### src/hw/rtl/frsr_pkg.sv
// Shared types and constants for the four-motor speed ramp.
// No dependencies; every other RTL file of the block imports this package.
package frsr_pkg;

  localparam int MOTOR_COUNT = 4;

  localparam int GOAL_W  = 16;
  localparam int SPEED_W = 9;
  localparam int STEP_W  = 8;
  localparam int DUTY_W  = 8;

  localparam logic [STEP_W-1:0] STEP_RESET = 8'd40;
  localparam int SPEED_LIMIT = 255;

  // Request type codes.
  localparam logic [1:0] REQ_GOALS   = 2'd0;
  localparam logic [1:0] REQ_TICK    = 2'd1;
  localparam logic [1:0] REQ_RELEASE = 2'd2;

  typedef enum logic [1:0] {
    DIR_FWD     = 2'd0,
    DIR_BRAKE   = 2'd1,
    DIR_BACK    = 2'd2,
    DIR_RELEASE = 2'd3
  } dir_t;

  typedef struct packed {
    dir_t              dir;
    logic [DUTY_W-1:0] duty;
  } drive_t;

  // Per-lane command decoded once from an accepted request.
  typedef struct packed {
    logic load;
    logic tick;
    logic rel_all;
  } lane_cmd_t;

endpackage

### src/hw/rtl/frsr_ifs.sv
// Valid/ready channel interfaces for the request and response sides.
// Depends on frsr_pkg for field widths.
interface frsr_req_if;
  import frsr_pkg::*;
  logic                     valid;
  logic                     ready;
  logic [1:0]               req_type;
  logic signed [GOAL_W-1:0] goal_m0;
  logic signed [GOAL_W-1:0] goal_m1;
  logic signed [GOAL_W-1:0] goal_m2;
  logic signed [GOAL_W-1:0] goal_m3;
  modport source(output valid, req_type, goal_m0, goal_m1, goal_m2, goal_m3, input ready);
  modport sink(input valid, req_type, goal_m0, goal_m1, goal_m2, goal_m3, output ready);
endinterface

interface frsr_rsp_if;
  import frsr_pkg::*;
  logic              valid;
  logic              ready;
  logic [1:0]        dir_m0;
  logic [1:0]        dir_m1;
  logic [1:0]        dir_m2;
  logic [1:0]        dir_m3;
  logic [DUTY_W-1:0] duty_m0;
  logic [DUTY_W-1:0] duty_m1;
  logic [DUTY_W-1:0] duty_m2;
  logic [DUTY_W-1:0] duty_m3;
  modport source(output valid, dir_m0, dir_m1, dir_m2, dir_m3,
                 duty_m0, duty_m1, duty_m2, duty_m3, input ready);
  modport sink(input valid, dir_m0, dir_m1, dir_m2, dir_m3,
               duty_m0, duty_m1, duty_m2, duty_m3, output ready);
endinterface

### src/hw/rtl/frsr_lane.sv
// One motor lane: goal, speed and latched drive registers plus the ramp step.
// Depends on frsr_pkg.
module frsr_lane (
  input  logic                              clk,
  input  logic                              rst,
  input  frsr_pkg::lane_cmd_t               cmd,
  input  logic signed [frsr_pkg::GOAL_W-1:0] goal_in,
  input  logic [frsr_pkg::STEP_W-1:0]       ramp_step,
  output frsr_pkg::drive_t                  drive_nxt
);
  import frsr_pkg::*;

  logic signed [SPEED_W-1:0] speed;
  logic signed [SPEED_W-1:0] goal;
  drive_t                    drive;

  logic signed [SPEED_W-1:0] goal_sat;
  logic signed [SPEED_W-1:0] speed_abs;
  drive_t                    drive_lat;
  logic signed [10:0]        speed_wide;
  logic signed [10:0]        goal_wide;
  logic signed [10:0]        step_wide;
  logic signed [10:0]        stepped;
  logic signed [10:0]        diff;
  logic [9:0]                diff_mag;
  logic [8:0]                snap_lim;
  logic signed [SPEED_W-1:0] speed_next;

  always_comb begin
    if (goal_in > 16'sd255) begin
      goal_sat = 9'sd255;
    end else if (goal_in < -16'sd255) begin
      goal_sat = -9'sd255;
    end else begin
      goal_sat = goal_in[SPEED_W-1:0];
    end

    // Drive is latched from the speed before it moves.
    speed_abs = speed[SPEED_W-1] ? -speed : speed;
    drive_lat.duty = speed_abs[DUTY_W-1:0];
    if (speed > 9'sd0) begin
      drive_lat.dir = DIR_FWD;
    end else if (speed == 9'sd0) begin
      drive_lat.dir = DIR_BRAKE;
    end else begin
      drive_lat.dir = DIR_BACK;
    end

    speed_wide = {{2{speed[SPEED_W-1]}}, speed};
    goal_wide  = {{2{goal[SPEED_W-1]}}, goal};
    step_wide  = $signed({3'b000, ramp_step});
    stepped    = (speed < goal) ? speed_wide + step_wide : speed_wide - step_wide;
    diff       = stepped - goal_wide;
    diff_mag   = diff[10] ? 10'(-diff) : diff[9:0];
    snap_lim   = {ramp_step, 1'b0};
    // Without a snap the speed always stays inside the goal range.
    speed_next = (diff_mag < {1'b0, snap_lim}) ? goal : stepped[SPEED_W-1:0];

    if (cmd.rel_all) begin
      drive_nxt.dir  = DIR_RELEASE;
      drive_nxt.duty = '0;
    end else if (cmd.tick) begin
      drive_nxt = drive_lat;
    end else begin
      drive_nxt = drive;
    end
  end

  always_ff @(posedge clk) begin
    if (rst) begin
      speed      <= '0;
      goal       <= '0;
      drive.dir  <= DIR_RELEASE;
      drive.duty <= '0;
    end else if (cmd.rel_all) begin
      speed      <= '0;
      goal       <= '0;
      drive.dir  <= DIR_RELEASE;
      drive.duty <= '0;
    end else if (cmd.tick) begin
      speed <= speed_next;
      drive <= drive_lat;
    end else if (cmd.load) begin
      goal <= goal_sat;
    end
  end

endmodule

### src/hw/rtl/frsr_merge.sv
// Output stage: gathers the four lane drives into one registered response.
// Depends on frsr_pkg and frsr_rsp_if.
module frsr_merge (
  input  logic             clk,
  input  logic             rst,
  input  logic             load,
  input  frsr_pkg::drive_t drive_nxt [frsr_pkg::MOTOR_COUNT],
  output logic             can_load,
  frsr_rsp_if.source       rsp
);
  import frsr_pkg::*;

  logic   valid;
  drive_t held [MOTOR_COUNT];

  assign can_load = !valid || rsp.ready;

  always_ff @(posedge clk) begin
    if (rst) begin
      valid <= 1'b0;
    end else if (load) begin
      valid <= 1'b1;
    end else if (rsp.ready) begin
      valid <= 1'b0;
    end
  end

  always_ff @(posedge clk) begin
    if (load) begin
      held <= drive_nxt;
    end
  end

  assign rsp.valid   = valid;
  assign rsp.dir_m0  = held[0].dir;
  assign rsp.dir_m1  = held[1].dir;
  assign rsp.dir_m2  = held[2].dir;
  assign rsp.dir_m3  = held[3].dir;
  assign rsp.duty_m0 = held[0].duty;
  assign rsp.duty_m1 = held[1].duty;
  assign rsp.duty_m2 = held[2].duty;
  assign rsp.duty_m3 = held[3].duty;

endmodule

### src/hw/rtl/four_motor_speed_ramp_core.sv
// Four-motor speed ramp, top level. A response appears in the cycle after its
// request is accepted. One request per cycle is taken while the response is not
// stalled, as the response register drains while the next request is taken.
// Reset (rst, synchronous) zeroes speeds, goals and duties, puts every drive in
// release, loads ramp_step with 40, empties output.
module four_motor_speed_ramp_core (
  input  logic                        clk,
  input  logic                        rst,
  input  logic                        cfg_we,
  input  logic [frsr_pkg::STEP_W-1:0] cfg_wdata,
  frsr_req_if.sink                    req,
  frsr_rsp_if.source                  rsp
);
  import frsr_pkg::*;

  // The ramp step is the one configuration register; it is shared by all lanes.
  logic [STEP_W-1:0] ramp_step;

  always_ff @(posedge clk) begin
    if (rst) begin
      ramp_step <= STEP_RESET;
    end else if (cfg_we) begin
      ramp_step <= cfg_wdata;
    end
  end

  // A request is taken whenever the response register is empty or being
  // drained this cycle, so requests stream back to back.
  logic      accept;
  logic      can_load;
  lane_cmd_t cmd;

  assign req.ready = can_load;
  assign accept    = req.valid && req.ready;

  // Decode once; an unused request type leaves all lanes untouched but still
  // produces a response with the current drives.
  always_comb begin
    cmd.load    = accept && (req.req_type == REQ_GOALS);
    cmd.tick    = accept && (req.req_type == REQ_TICK);
    cmd.rel_all = accept && (req.req_type == REQ_RELEASE);
  end

  logic signed [GOAL_W-1:0] goal [MOTOR_COUNT];
  drive_t                   drive_nxt [MOTOR_COUNT];

  assign goal[0] = req.goal_m0;
  assign goal[1] = req.goal_m1;
  assign goal[2] = req.goal_m2;
  assign goal[3] = req.goal_m3;

  // One lane per motor. Each lane holds its own speed, goal and latched drive,
  // and presents the drive as it will be after the current request.
  for (genvar m = 0; m < MOTOR_COUNT; m++) begin : g_lane
    frsr_lane u_lane (
      .clk       (clk),
      .rst       (rst),
      .cmd       (cmd),
      .goal_in   (goal[m]),
      .ramp_step (ramp_step),
      .drive_nxt (drive_nxt[m])
    );
  end

  // The merge stage captures the four lane drives as one response.
  frsr_merge u_merge (
    .clk       (clk),
    .rst       (rst),
    .load      (accept),
    .drive_nxt (drive_nxt),
    .can_load  (can_load),
    .rsp       (rsp)
  );

  // Every accepted request leaves a response waiting in the next cycle.
  a_rsp_follows: assert property (@(posedge clk) disable iff (rst)
    accept |=> rsp.valid)
    else $error("response missing after accepted request");

  // A release request reports every motor released; zero duty is checked on motors 0 and 3.
  a_release_rsp: assert property (@(posedge clk) disable iff (rst)
    (accept && req.req_type == REQ_RELEASE) |=>
      (rsp.dir_m0 == DIR_RELEASE && rsp.dir_m1 == DIR_RELEASE &&
       rsp.dir_m2 == DIR_RELEASE && rsp.dir_m3 == DIR_RELEASE &&
       rsp.duty_m0 == '0 && rsp.duty_m3 == '0))
    else $error("release response does not show released drives");

  // A stalled response must block new requests.
  a_stall_blocks: assert property (@(posedge clk) disable iff (rst)
    (rsp.valid && !rsp.ready) |-> !req.ready)
    else $error("request taken while response is stalled");

endmodule

### src/flat_wrapper.sv
// flat-port wrapper written by rule: the top's interface ports become plain ports
module four_motor_speed_ramp_core_flat import frsr_pkg::*;
  (clk, rst, cfg_we, cfg_wdata, req_valid, req_req_type, req_goal_m0, req_goal_m1, req_goal_m2, req_goal_m3, req_ready, rsp_valid, rsp_dir_m0, rsp_dir_m1, rsp_dir_m2, rsp_dir_m3, rsp_duty_m0, rsp_duty_m1, rsp_duty_m2, rsp_duty_m3, rsp_ready);
  frsr_req_if req_i ();
  frsr_rsp_if rsp_i ();
  input  logic clk;
  input  logic rst;
  input  logic cfg_we;
  input  logic [frsr_pkg::STEP_W-1:0] cfg_wdata;
  input wire logic [$bits(req_i.valid)-1:0] req_valid;
  input wire logic [$bits(req_i.req_type)-1:0] req_req_type;
  input wire logic [$bits(req_i.goal_m0)-1:0] req_goal_m0;
  input wire logic [$bits(req_i.goal_m1)-1:0] req_goal_m1;
  input wire logic [$bits(req_i.goal_m2)-1:0] req_goal_m2;
  input wire logic [$bits(req_i.goal_m3)-1:0] req_goal_m3;
  output wire logic [$bits(req_i.ready)-1:0] req_ready;
  output wire logic [$bits(rsp_i.valid)-1:0] rsp_valid;
  output wire logic [$bits(rsp_i.dir_m0)-1:0] rsp_dir_m0;
  output wire logic [$bits(rsp_i.dir_m1)-1:0] rsp_dir_m1;
  output wire logic [$bits(rsp_i.dir_m2)-1:0] rsp_dir_m2;
  output wire logic [$bits(rsp_i.dir_m3)-1:0] rsp_dir_m3;
  output wire logic [$bits(rsp_i.duty_m0)-1:0] rsp_duty_m0;
  output wire logic [$bits(rsp_i.duty_m1)-1:0] rsp_duty_m1;
  output wire logic [$bits(rsp_i.duty_m2)-1:0] rsp_duty_m2;
  output wire logic [$bits(rsp_i.duty_m3)-1:0] rsp_duty_m3;
  input wire logic [$bits(rsp_i.ready)-1:0] rsp_ready;
  assign req_i.valid = req_valid;
  assign req_i.req_type = req_req_type;
  assign req_i.goal_m0 = req_goal_m0;
  assign req_i.goal_m1 = req_goal_m1;
  assign req_i.goal_m2 = req_goal_m2;
  assign req_i.goal_m3 = req_goal_m3;
  assign req_ready = req_i.ready;
  assign rsp_valid = rsp_i.valid;
  assign rsp_dir_m0 = rsp_i.dir_m0;
  assign rsp_dir_m1 = rsp_i.dir_m1;
  assign rsp_dir_m2 = rsp_i.dir_m2;
  assign rsp_dir_m3 = rsp_i.dir_m3;
  assign rsp_duty_m0 = rsp_i.duty_m0;
  assign rsp_duty_m1 = rsp_i.duty_m1;
  assign rsp_duty_m2 = rsp_i.duty_m2;
  assign rsp_duty_m3 = rsp_i.duty_m3;
  assign rsp_i.ready = rsp_ready;
  four_motor_speed_ramp_core u_core (.clk(clk), .rst(rst), .cfg_we(cfg_we), .cfg_wdata(cfg_wdata), .req(req_i), .rsp(rsp_i));
endmodule
### config.mk
export PLATFORM = sky130hd
export DESIGN_NAME = four_motor_speed_ramp_core_flat
export DESIGN_NICKNAME = d
export VERILOG_FILES = /design/src/hw/rtl/frsr_pkg.sv /design/src/hw/rtl/frsr_ifs.sv /design/src/hw/rtl/frsr_lane.sv /design/src/hw/rtl/frsr_merge.sv /design/src/hw/rtl/four_motor_speed_ramp_core.sv /design/src/flat_wrapper.sv
export SDC_FILE = /design/constraint.sdc
export NUM_CORES = 1
export LEC_CHECK = 0
export BUFFER_PORTS_ARGS = -buffer_cell sky130_fd_sc_hd__buf_2
export CELL_PAD_IN_SITES_DETAIL_PLACEMENT = 1
export CELL_PAD_IN_SITES_GLOBAL_PLACEMENT = 1
export CORE_ASPECT_RATIO = 0.5
export CORE_MARGIN = 2
export CORE_UTILIZATION = 40
export DETAILED_ROUTE_END_ITERATION = 8
export GPL_ROUTABILITY_DRIVEN = 0
export PLACE_DENSITY = 0.78
export SLEW_MARGIN = 20
export SYNTH_ARGS = -nofsm -noshare
export SYNTH_HDL_FRONTEND = slang
export SYNTH_SLANG_ARGS = --single-unit
### constraint.sdc
create_clock -name clk -period 8.6 [get_ports clk]
set_input_delay 0.86 -clock clk [delete_from_list [all_inputs] [get_ports clk]]
set_output_delay 0.86 -clock clk [all_outputs]
set_load 0.005 [all_outputs]
After elaboration in Yosys (flattened, before gate mapping)
Index checks and enable logic that the tools add are counted.
{"block": "word_totals", "in_bits": 79, "regBits": 161, "elab_cells": 125, "out_inout_bits": 42}
{"block": "op_classes", "bitwise": 1, "addsub": 20, "n_eq_ne": 2, "magnitude_cmp": 20, "n_mux": 42, "reduce_logical": 14}
{"operator": "10-bit 2-to-1 mux", "count": 12}
{"operator": "9-bit 2-to-1 mux", "count": 12}
{"operator": "16-bit by 9-bit greater-than comparator with 1-bit output, second input constant", "count": 4}
{"operator": "16-bit by 9-bit less-than comparator with 1-bit output, second input constant", "count": 4}
{"operator": "11-bit 2-to-1 mux", "count": 4}
{"operator": "11-bit by 9-bit subtractor with 11-bit output", "count": 4}
{"operator": "9-bit by 9-bit adder with 10-bit output", "count": 4}
{"operator": "10-bit by 9-bit less-than comparator with 1-bit output", "count": 4}
{"operator": "10-bit negation", "count": 4}
{"operator": "9-bit by 9-bit subtractor with 10-bit output", "count": 4}
{"operator": "9-bit by 1-bit greater-than comparator with 1-bit output, second input constant", "count": 4}
{"operator": "9-bit zero test", "count": 4}
{"operator": "9-bit less-than comparator", "count": 4}
{"operator": "8-bit 2-to-1 mux", "count": 4}
{"operator": "8-bit negation", "count": 4}
{"operator": "2-bit 2-to-1 mux", "count": 8}
{"operator": "1-bit logical AND", "count": 4}
{"operator": "2-bit by 1-bit == test with 1-bit output, second input constant", "count": 1}
{"operator": "2-bit == test, second input constant", "count": 1}
{"operator": "2-bit zero test", "count": 1}
{"operator": "1-bit 2-to-1 mux", "count": 2}
{"operator": "2-bit AND reduction", "count": 1}
{"operator": "2-bit nonzero test", "count": 1}
{"operator": "2-bit OR reduction", "count": 1}
{"operator": "3 further kinds", "count": 3}

Longest topological paths before layout
Gate-level depths: netlist of the first run.
{"block": "depth", "ltp_word": 7, "mapped_depth": 36, "depth_no_buf": 35}

Hierarchy
From an unflattened synthesis of the first run, not the netlist that was laid out.
{"block": "unflattened", "cells_unflattened": 1534, "hier_area_um2": 13033.8}
{"module": "frsr_lane at u_core.g_lane[0].u_lane ...", "cells_per_inst": 363, "seq_area_each_um2": 560.5, "n_inst": 2, "area_per_inst_um2": 2855.2}
{"module": "frsr_lane at u_core.g_lane[1].u_lane", "cells_per_inst": 366, "seq_area_each_um2": 560.5, "n_inst": 1, "area_per_inst_um2": 2879.0}
{"module": "frsr_lane at u_core.g_lane[3].u_lane", "cells_per_inst": 367, "seq_area_each_um2": 560.5, "n_inst": 1, "area_per_inst_um2": 2876.5}
{"module": "frsr_merge", "cells_per_inst": 44, "seq_area_each_um2": 1221.2, "n_inst": 1, "area_per_inst_um2": 1247.4}
{"module": "four_motor_speed_ramp_core", "cells_per_inst": 31, "seq_area_each_um2": 160.2, "n_inst": 1, "area_per_inst_um2": 320.3}

Least setup slack after synthesis of the first run
OpenSTA, ideal clock, no wires.
{"block": "synth_timing", "path_type": "register -> register", "start": "reg u_core.g_lane[0].u_lane.speed[1]", "end": "reg u_core.g_lane[0].u_lane.speed[1]", "required_ns": 8.538, "setup_time_ns": 0.062, "arrival_ns": 6.781, "n_path_buf": 1, "path_slack_ns": 1.757, "path_stages_with_launch": 36, "period_less_slack_ns": 6.843, "path_cell_list": "dfxtp_1 > ha_1 > a21o_1 > a21o_1 > a21o_1 > a21o_1 > a21o_1 > a211o_1 > o221ai_1 > mux2_2 > ha_1 > a21o_1 > a21oi_1 > o21ai_0 > a21o_1 > a21oi_1 > o21bai_1 > a21oi_1 > xor2_1 > xnor2_1 > ha_1 > nand2b_1 > nand2_1 > o2bb2ai_2 > nand2b_1 > xnor2_1 > ha_1 > a21o_1 > a21o_1 > a21oi_1 > nor2_1 > a2111oi_0 > o21ai_1 > buf_2 > or3_1 > nand3_1"}
{"block": "synth_via", "elab_chain_len": 7, "elab_cells_between_ends": 9, "cone_classes": "add/sub: 4; order compare: 2; mux: 3"}
{"item": "from (decl)", "line_no": "frsr_lane.sv:13", "rtl": "logic signed [SPEED_W-1:0] speed;"}
{"item": "from (signal assigned)", "line_no": "frsr_lane.sv:81", "rtl": "speed <= speed_next;"}
{"item": "9-bit by 9-bit subtractor with 10-bit output (tied with other cells)", "line_no": "frsr_lane.sv:52", "rtl": "stepped = (speed < goal) ? speed_wide + step_wide : speed_wide - step_wide;"}
{"item": "11-bit 2-to-1 mux *", "line_no": "frsr_lane.sv:52"}
{"item": "11-bit by 9-bit subtractor with 11-bit output", "line_no": "frsr_lane.sv:53", "rtl": "diff = stepped - goal_wide;"}
{"item": "10-bit negation", "line_no": "frsr_lane.sv:54", "rtl": "diff_mag = diff[10] ? 10'(-diff) : diff[9:0];"}
{"item": "10-bit 2-to-1 mux", "line_no": "frsr_lane.sv:54"}
{"item": "10-bit by 9-bit less-than comparator with 1-bit output", "line_no": "frsr_lane.sv:57", "rtl": "speed_next = (diff_mag < {1'b0, snap_lim}) ? goal : stepped[SPEED_W-1:0];"}
{"item": "9-bit 2-to-1 mux *", "line_no": "frsr_lane.sv:57"}
Every way passes the cells marked *; elsewhere a longest branch is shown, timed or not.
A chain may end at the register's enable or synchronous reset.

Final worst setup path of the first run
{"block": "layout_timing", "start": "reg u_core.g_lane[3].u_lane.speed[1]", "end": "reg u_core.g_lane[3].u_lane.speed[1]"}
{"block": "layout_via", "elab_chain_len": 7, "elab_cells_between_ends": 9, "cone_classes": "add/sub: 4; order compare: 2; mux: 3"}
{"item": "from (decl)", "line_no": "frsr_lane.sv:13"}
{"item": "from (signal assigned)", "line_no": "frsr_lane.sv:81"}
{"item": "9-bit by 9-bit subtractor with 10-bit output (tied with other cells)", "line_no": "frsr_lane.sv:52"}
{"item": "11-bit 2-to-1 mux *", "line_no": "frsr_lane.sv:52"}
{"item": "11-bit by 9-bit subtractor with 11-bit output", "line_no": "frsr_lane.sv:53"}
{"item": "10-bit negation", "line_no": "frsr_lane.sv:54"}
{"item": "10-bit 2-to-1 mux", "line_no": "frsr_lane.sv:54"}
{"item": "10-bit by 9-bit less-than comparator with 1-bit output", "line_no": "frsr_lane.sv:57"}
{"item": "9-bit 2-to-1 mux *", "line_no": "frsr_lane.sv:57"}
Marked as above.

==> flow_summary.toml, run 1 <==
[finish]
num_antenna_cells = 0
drive_above_1_share = 0.118
final_nets = 1842
fin_cells = 2042
area_growth_pct = 12.8

[clock_tree]
cts.sinks = 161
cts_buffer_depth = 2
tritoncts = "built"
cts_root_buf = "clkbuf_16"
clock_latency_ns = 0.46
htreeDepth = 4
clk_pin_slew_ns = 0.07
cts_buffers = 17

[synth]
synth_seq_area_share = 0.289
synth_flop_cell = "dfxtp_1"
yosys_warnings = 0
synthCells = 1512
netlist_area_um2 = 12500
synth_area_per_cell_um2 = 8.30
yosysMostFrequentCell = "nor2_1"
synth_common_cells = "169 x nor2_1, 149 x ha_1, 132 x a21oi_1"
synthDominantCellAreaShare = 0.193
ys_types = 73
ys_async_sr_fraction = 0
synth_edf_count = 40
ys_ff_latch = 161
synthesis.nets = 1748
synth_largest_area_cell = "dfxtp_1"
synth_top_cells_by_area = "dfxtp_1 19%, ha_1 15%, edfxtp_1 9.6%"

[setup_path]
crit_path_frequent_cell = "a21o_1"
critical_path_required_ns = 8.90
r2r_slack_ns = 0.33
worst-path-max-fanout = 18
critPathCaptureType = "register"
crit_type = "register to register"
start_kind = "register"
critPathMaxStageDelay_ns = 0.83
worstReg2RegEnd = "u_core.g_lane[3].u_lane.speed[1]"
arrival_ns = 8.57
cp_top_family = "compound AO/OA/AOI/OAI gates"
slowest_stage = "nor4_4"
r2r_start = "u_core.g_lane[3].u_lane.speed[1]"
r2r_cells = 32
crit_buf_inv = 0

[power_and_ir_drop]
power.switching_mw = 3.11
pwr_density_cell_nw_per_um2 = 445
pwr-share-comb = 0.728
seq_power_share = 0.139
leakage_nw = 6.02
internal_power_mw = 3.19
swShare = 0.494
clkPwrFrac = 0.133
max-vdd-ir-drop_v = 0.000407

[route]
wl_per_cell_um = 19.9
routed_via_density = 5.66
antenna_left = 0
dr.pass1.iters = 5
routed_wl_mm = 40.6
vias = 11600
first_iter_violations = 754
drc_errors = 0

[hold_path]
holdPathEnd = "u_core.g_lane[0].u_lane.drive[8]"
hold_path_class = "register to register"
worstHoldStart = "u_core.g_lane[0].u_lane.drive[8]"
hold_depth = 2

[floorplan]
die_area_um2 = 32900
die_y_um = 129
num_rows = 45
start_util = 0.410
boundaryPins = 121
core_um2 = 30600
die_x_um = 254

[sta]
hold_violations = 0
tightest_slew_ns = 1.05
fmax_ghz = 0.121
setup-violations-final = 0
fin_crit_sh = 0.962
finClkSkew_ns = 0.0142
slew-limit-headroom = 0.297
rsz0062_at_grt = "no"
fin_crit_ns = 8.27
drv_slew = 0
tns_ns = 0

[placed_design]
hpwl_mm = 31.2
place.port_buffers = 120
dp_cells = 2010

[grt]
grt_start_max_net_pins = 84
grt_pass1_wl_mm = 65.2
grt_use_total = 0.255
grt_pass1_vias = 12100
grt-ovfl-total = 0
antenna_found_initial = 0

[flow_run]
maxCapViolations = 0

[run_status]
status = "completed"
## cells in the final DEF, fill, tap and decap left out, types with 5 or more instances in the layout
master     instances
nor2_1           168
buf_4              8
clkinv_1           5
ha_1             149
o21ai_0           90
nor2b_1           20
o31ai_1            9
inv_6              5
a21o_1            52
a31oi_1            5
o21a_1            11
clkbuf_16         17
dfxtp_1          121
and3_1             7
nor4_1            25
and2_1            29
fa_1               8
edfxtp_1          40
nand2_1           88
mux2i_1           38
nand2b_1          18
o21bai_1           6
xor2_1            53
a211oi_1          15
a21oi_1          132
nand4_1           16
nand3_1           47
nor3_1            56
o21ai_1           10
buf_2            120
or2_2              5
or3_1              9
xnor2_1           79
inv_1             83
## worst max-delay path by stage
| stage | from | endpoint | cells after the start |
|---|---|---|---|
| 5_1_grt | u_core.g_lane[3].u_lane.speed[1] | u_core.g_lane[3].u_lane.speed[6] | 32 |
| 2_1_floorplan | u_core.g_lane[0].u_lane.speed[1] | u_core.g_lane[0].u_lane.speed[1] | 35 |
| 6_report | u_core.g_lane[3].u_lane.speed[1] | u_core.g_lane[3].u_lane.speed[1] | 32 |
| 3_5_place_dp | u_core.g_lane[3].u_lane.speed[1] | u_core.g_lane[3].u_lane.speed[1] | 32 |
| 4_1_cts | u_core.g_lane[0].u_lane.speed[1] | u_core.g_lane[0].u_lane.speed[1] | 34 |
| 3_3_place_gp | u_core.g_lane[0].u_lane.speed[1] | u_core.g_lane[0].u_lane.speed[1] | 34 |
## sequential cells by signal, indices dropped and copies added, names as in the netlist, 2 cells and up
register,cells
u_core.u_merge.rsp.dir_m3,2
u_core.g_lane.u_lane.speed,36
u_core.g_lane.u_lane.drive,40
u_core.u_merge.rsp.dir_m1,2
u_core.u_merge.rsp.duty_m0,8
u_core.u_merge.rsp.dir_m2,2
u_core.u_merge.rsp.duty_m3,8
u_core.ramp_step,8
u_core.u_merge.rsp.duty_m1,8
u_core.u_merge.rsp.duty_m2,8
u_core.g_lane.u_lane.goal,36
u_core.u_merge.rsp.dir_m0,2
## worst reg2reg max path: cells and delay by family (launching register included)
family	cells	cell delay [ns]
compound gates	22	4.54
xor+xnor	3	0.48
fa+ha+maj	4	1.16
flops	1	0.52
mux	1	0.43
simple gates	2	0.99
## stage by stage
| step | area [um^2] | worst slack [ns] | power [mW] | hold WS [ns] | util |
|---|---|---|---|---|---|
| floorplan | 12500 | 1.76 | 4.42 | 0.417 | - |
| global placement | 13500 | 0.950 | 5.00 | 0.435 | 0.443 |
| detailed placement | 13500 | 0.620 | 5.33 | 0.448 | 0.443 |
| CTS | 14200 | 0.541 | 6.23 | 0.464 | 0.463 |
| global route | 14200 | 0.0437 | 6.82 | 0.486 | 0.463 |
| finish | 14200 | 0.330 | 6.29 | 0.460 | 0.463 |
## kinds of logic (layout without fill, tap and decap cells)
kind of cell,after synthesis,count (layout),synth area share
AO/OA/AOI/OAI,375,375,0.188
XOR/XNOR,133,133,0.0934
adder cells (fa/ha/maj),157,157,0.161
buffers and inverters,142,249,0.0443
flip-flops,161,161,0.289
multiplexers,42,42,0.0339
AND/OR/NAND/NOR,502,502,0.191
## layout make-up
class / instances / area (um^2)
sequential: 161 / 3620
tap: 423 / 529
inverter: 89 / 334
fill: 3706 / 16400
multi-input combinational: 1209 / 8390
clock buffer: 17 / 425
clock inverter: 15 / 195
timing repair buffer: 128 / 661
## metal layers
| layer | share of wire | track usage |
|---|---|---|
| met5 | 0 | 0 |
| met4 | 0.024 | 0.0813 |
| met3 | 0.043 | 0.0420 |
| met2 | 0.45 | 0.413 |
| met1 | 0.48 | 0.350 |
## repair_timing
action,in CTS,in global routing
hold buffers,0,0
setup buffers,0,0
setup endpoints to repair,0,6
resized for setup,0,2
## power groups by stage
| stage | Clock [mW] | Combinational [mW] | Sequential, mW |
|---|---|---|---|
| floorplan | 0 | 3.56 | 0.863 |
| global placement | 0 | 4.11 | 0.886 |
| detailed placement | 0 | 4.44 | 0.889 |
| CTS | 0.846 | 4.51 | 0.872 |
| global route | 0.877 | 5.06 | 0.878 |
| finish | 0.838 | 4.58 | 0.873 |
Power figures use the tool's default switching activity.
==> inputs of run 2 (changes only) <==
--- a/config.mk
+++ b/config.mk
@@ -9,7 +9,7 @@
 export CELL_PAD_IN_SITES_DETAIL_PLACEMENT = 1
 export CELL_PAD_IN_SITES_GLOBAL_PLACEMENT = 1
 export CORE_ASPECT_RATIO = 0.5
-export CORE_MARGIN = 2
+export CORE_MARGIN = 5
 export CORE_UTILIZATION = 40
 export DETAILED_ROUTE_END_ITERATION = 8
 export GPL_ROUTABILITY_DRIVEN = 0
==> run 2 against run 1 <==
Cell count is the same. Critical path depth grew 2. Setup slack gained 0.18 ns. Core utilization shrank 0.38 points. Combinational power shrank 2%. Sequential power is essentially flat. Clock power shrank 14%. Final area shrank 0.65%. Total power shrank 3.3%.
==> flow_summary.toml, run 2 (synthesis results as in run 1) <==
[run_status]
status = "completed"

[placed_design]
place_area_um2 = 13500
place.port_buffers = 120
hpwl_mm = 30.9

[clock_tree]
htreeDepth = 4
cts.sinks = 161
clock_latency_ns = 0.45
cts_buffer_depth = 2
tritoncts = "built"
cts_buffers = 17
clk_pin_slew_ns = 0.07
postCtsSetupBuffers = 0
cts_root_buf = "clkbuf_16"

[setup_path]
crit_path_frequent_cell = "a21o_1"
worst-path-max-fanout = 10
crit_type = "register to register"
r2r_start = "u_core.g_lane[0].u_lane.speed[1]"
critPathLaunch = "u_core.g_lane[0].u_lane.speed[1]"
critPathCaptureType = "register"
critPathMaxStageDelay_ns = 0.54
arrival_ns = 8.47
start_kind = "register"
slowest_stage = "a2111oi_0"
critical_path_required_ns = 8.98

[floorplan]
core_um2 = 30600
start_util = 0.410
boundaryPins = 121
die_x_um = 260
num_rows = 45
die_area_um2 = 35200
die_y_um = 135

[sta]
rsz0062_at_grt = "no"
setup-violations-final = 0
drv_slew = 0
tns_ns = 0
hold_violations = 0
tightest_slew_ns = 1.01
slew-limit-headroom = 0.324
fin_crit_ns = 8.09
fin_crit_sh = 0.940
finClkSkew_ns = 0.0157
fmax_ghz = 0.124

[power_and_ir_drop]
pwr_density_cell_nw_per_um2 = 433
finalPower_mw = 6.08
leakage_nw = 5.97
max-vdd-ir-drop_v = 0.000244

[finish]
reg.largest.list = "u_core.g_lane.u_lane.drive: 40 flops, u_core.g_lane.u_lane.goal: 36 flops, u_core.g_lane.u_lane.speed: 36 flops"
num_antenna_cells = 0
finish.instance_area_um2 = 14100
regMostFlops = "u_core.g_lane.u_lane.drive"
final_util = 0.459
drive_above_1_share = 0.118
mostFrequentLayoutCells = "168 x nor2_1, 149 x ha_1, 132 x a21oi_1"
fill_cells = 3733
area_growth_pct = 12.1
final_nets = 1842
layout_commonest_cell = "nor2_1"
largest_reg_flops = 40

[grt]
grt-ovfl-total = 0
antenna_found_initial = 0
grt_use_total = 0.226
grt_pass1_wl_mm = 63.7
grt_start_max_net_pins = 84
grt_pass1_vias = 12000

[flow_run]
maxCapViolations = 0

[hold_path]
worstHoldStart = "u_core.g_lane[3].u_lane.goal[8]"
hold_path_class = "register to register"

[route]
routed_via_density = 5.61
wl_per_cell_um = 19.7
vias = 11500
routed_wl_mm = 40.2
dr.pass1.iters = 5
antenna_left = 0
first_iter_violations = 644
drc_errors = 0
run 2: cell types whose count changed in the layout (fill, tap and decap cells not counted), sizes merged:
cell      previous run  this run
bufinv               3         0
clkbuf              17        18
clkinv               9        10
clkinvlp             0         2
inv                 92        91
run 2: power by group:
group	internal, mW	leakage (nW)	total [mW]	switching, mW
clock network	0.374	0.261	0.721	0.347
logic	1.88	4.34	4.49	2.60
registers	0.816	1.37	0.875	0.0587
total	3.07	5.97	6.08	3.01
run 2: cell type report:
class,instances,area [um^2],share of cell area
flip-flops and latches,161,3620,0.258
clock buffers,18,429,0.0305
repair buffers,128,661,0.0470
inverters,89,334,0.0237
clock inverters,14,106,0.00756
well taps,423,529,0.0376
multi-input cells,1209,8380,0.596
run 2: metrics by stage:
step	hold slack, ns	cells	worst slack (ns)
after global routing	0.502	2042	0.0676
after CTS	0.459	2042	0.540
after global placement	0.444	2010	0.997
after detailed placement	0.449	2010	0.658
after floorplan	0.417	1512	1.76
final	0.459	2042	0.514
run 2: worst max-delay path: cells and delay by family (launching register included):
family	cells	cell delay, ns
flops	1	0.48
mux	1	0.45
xor+xnor	3	0.44
simple gates	6	1.00
fa+ha+maj	4	1.18
compound gates	20	4.45
run 2: worst paths after layout:
kind	to	slack, ns	cells past startpoint
min reg2reg	u_core.g_lane[3].u_lane.goal[8]	0.46	2
max reg2reg	u_core.g_lane[0].u_lane.speed[1]	0.51	34
max	u_core.g_lane[0].u_lane.speed[1]	0.51	34
min	u_core.g_lane[3].u_lane.goal[8]	0.46	2
run 2: what timing repair did:
item,CTS,global route
hold buffers,0,0
gates resized for setup,0,1
endpoints found under the setup margin,0,7
hold endpoints to repair,0,0
run 2: layer usage:
layer	routed length [um]	GRT usage	vias to the layer above
met5	0	0	-
met4	827	0.0680	0
met3	1960	0.0471	55
met2	18200	0.366	203
met1	19100	0.306	5659
li1	-	-	5540
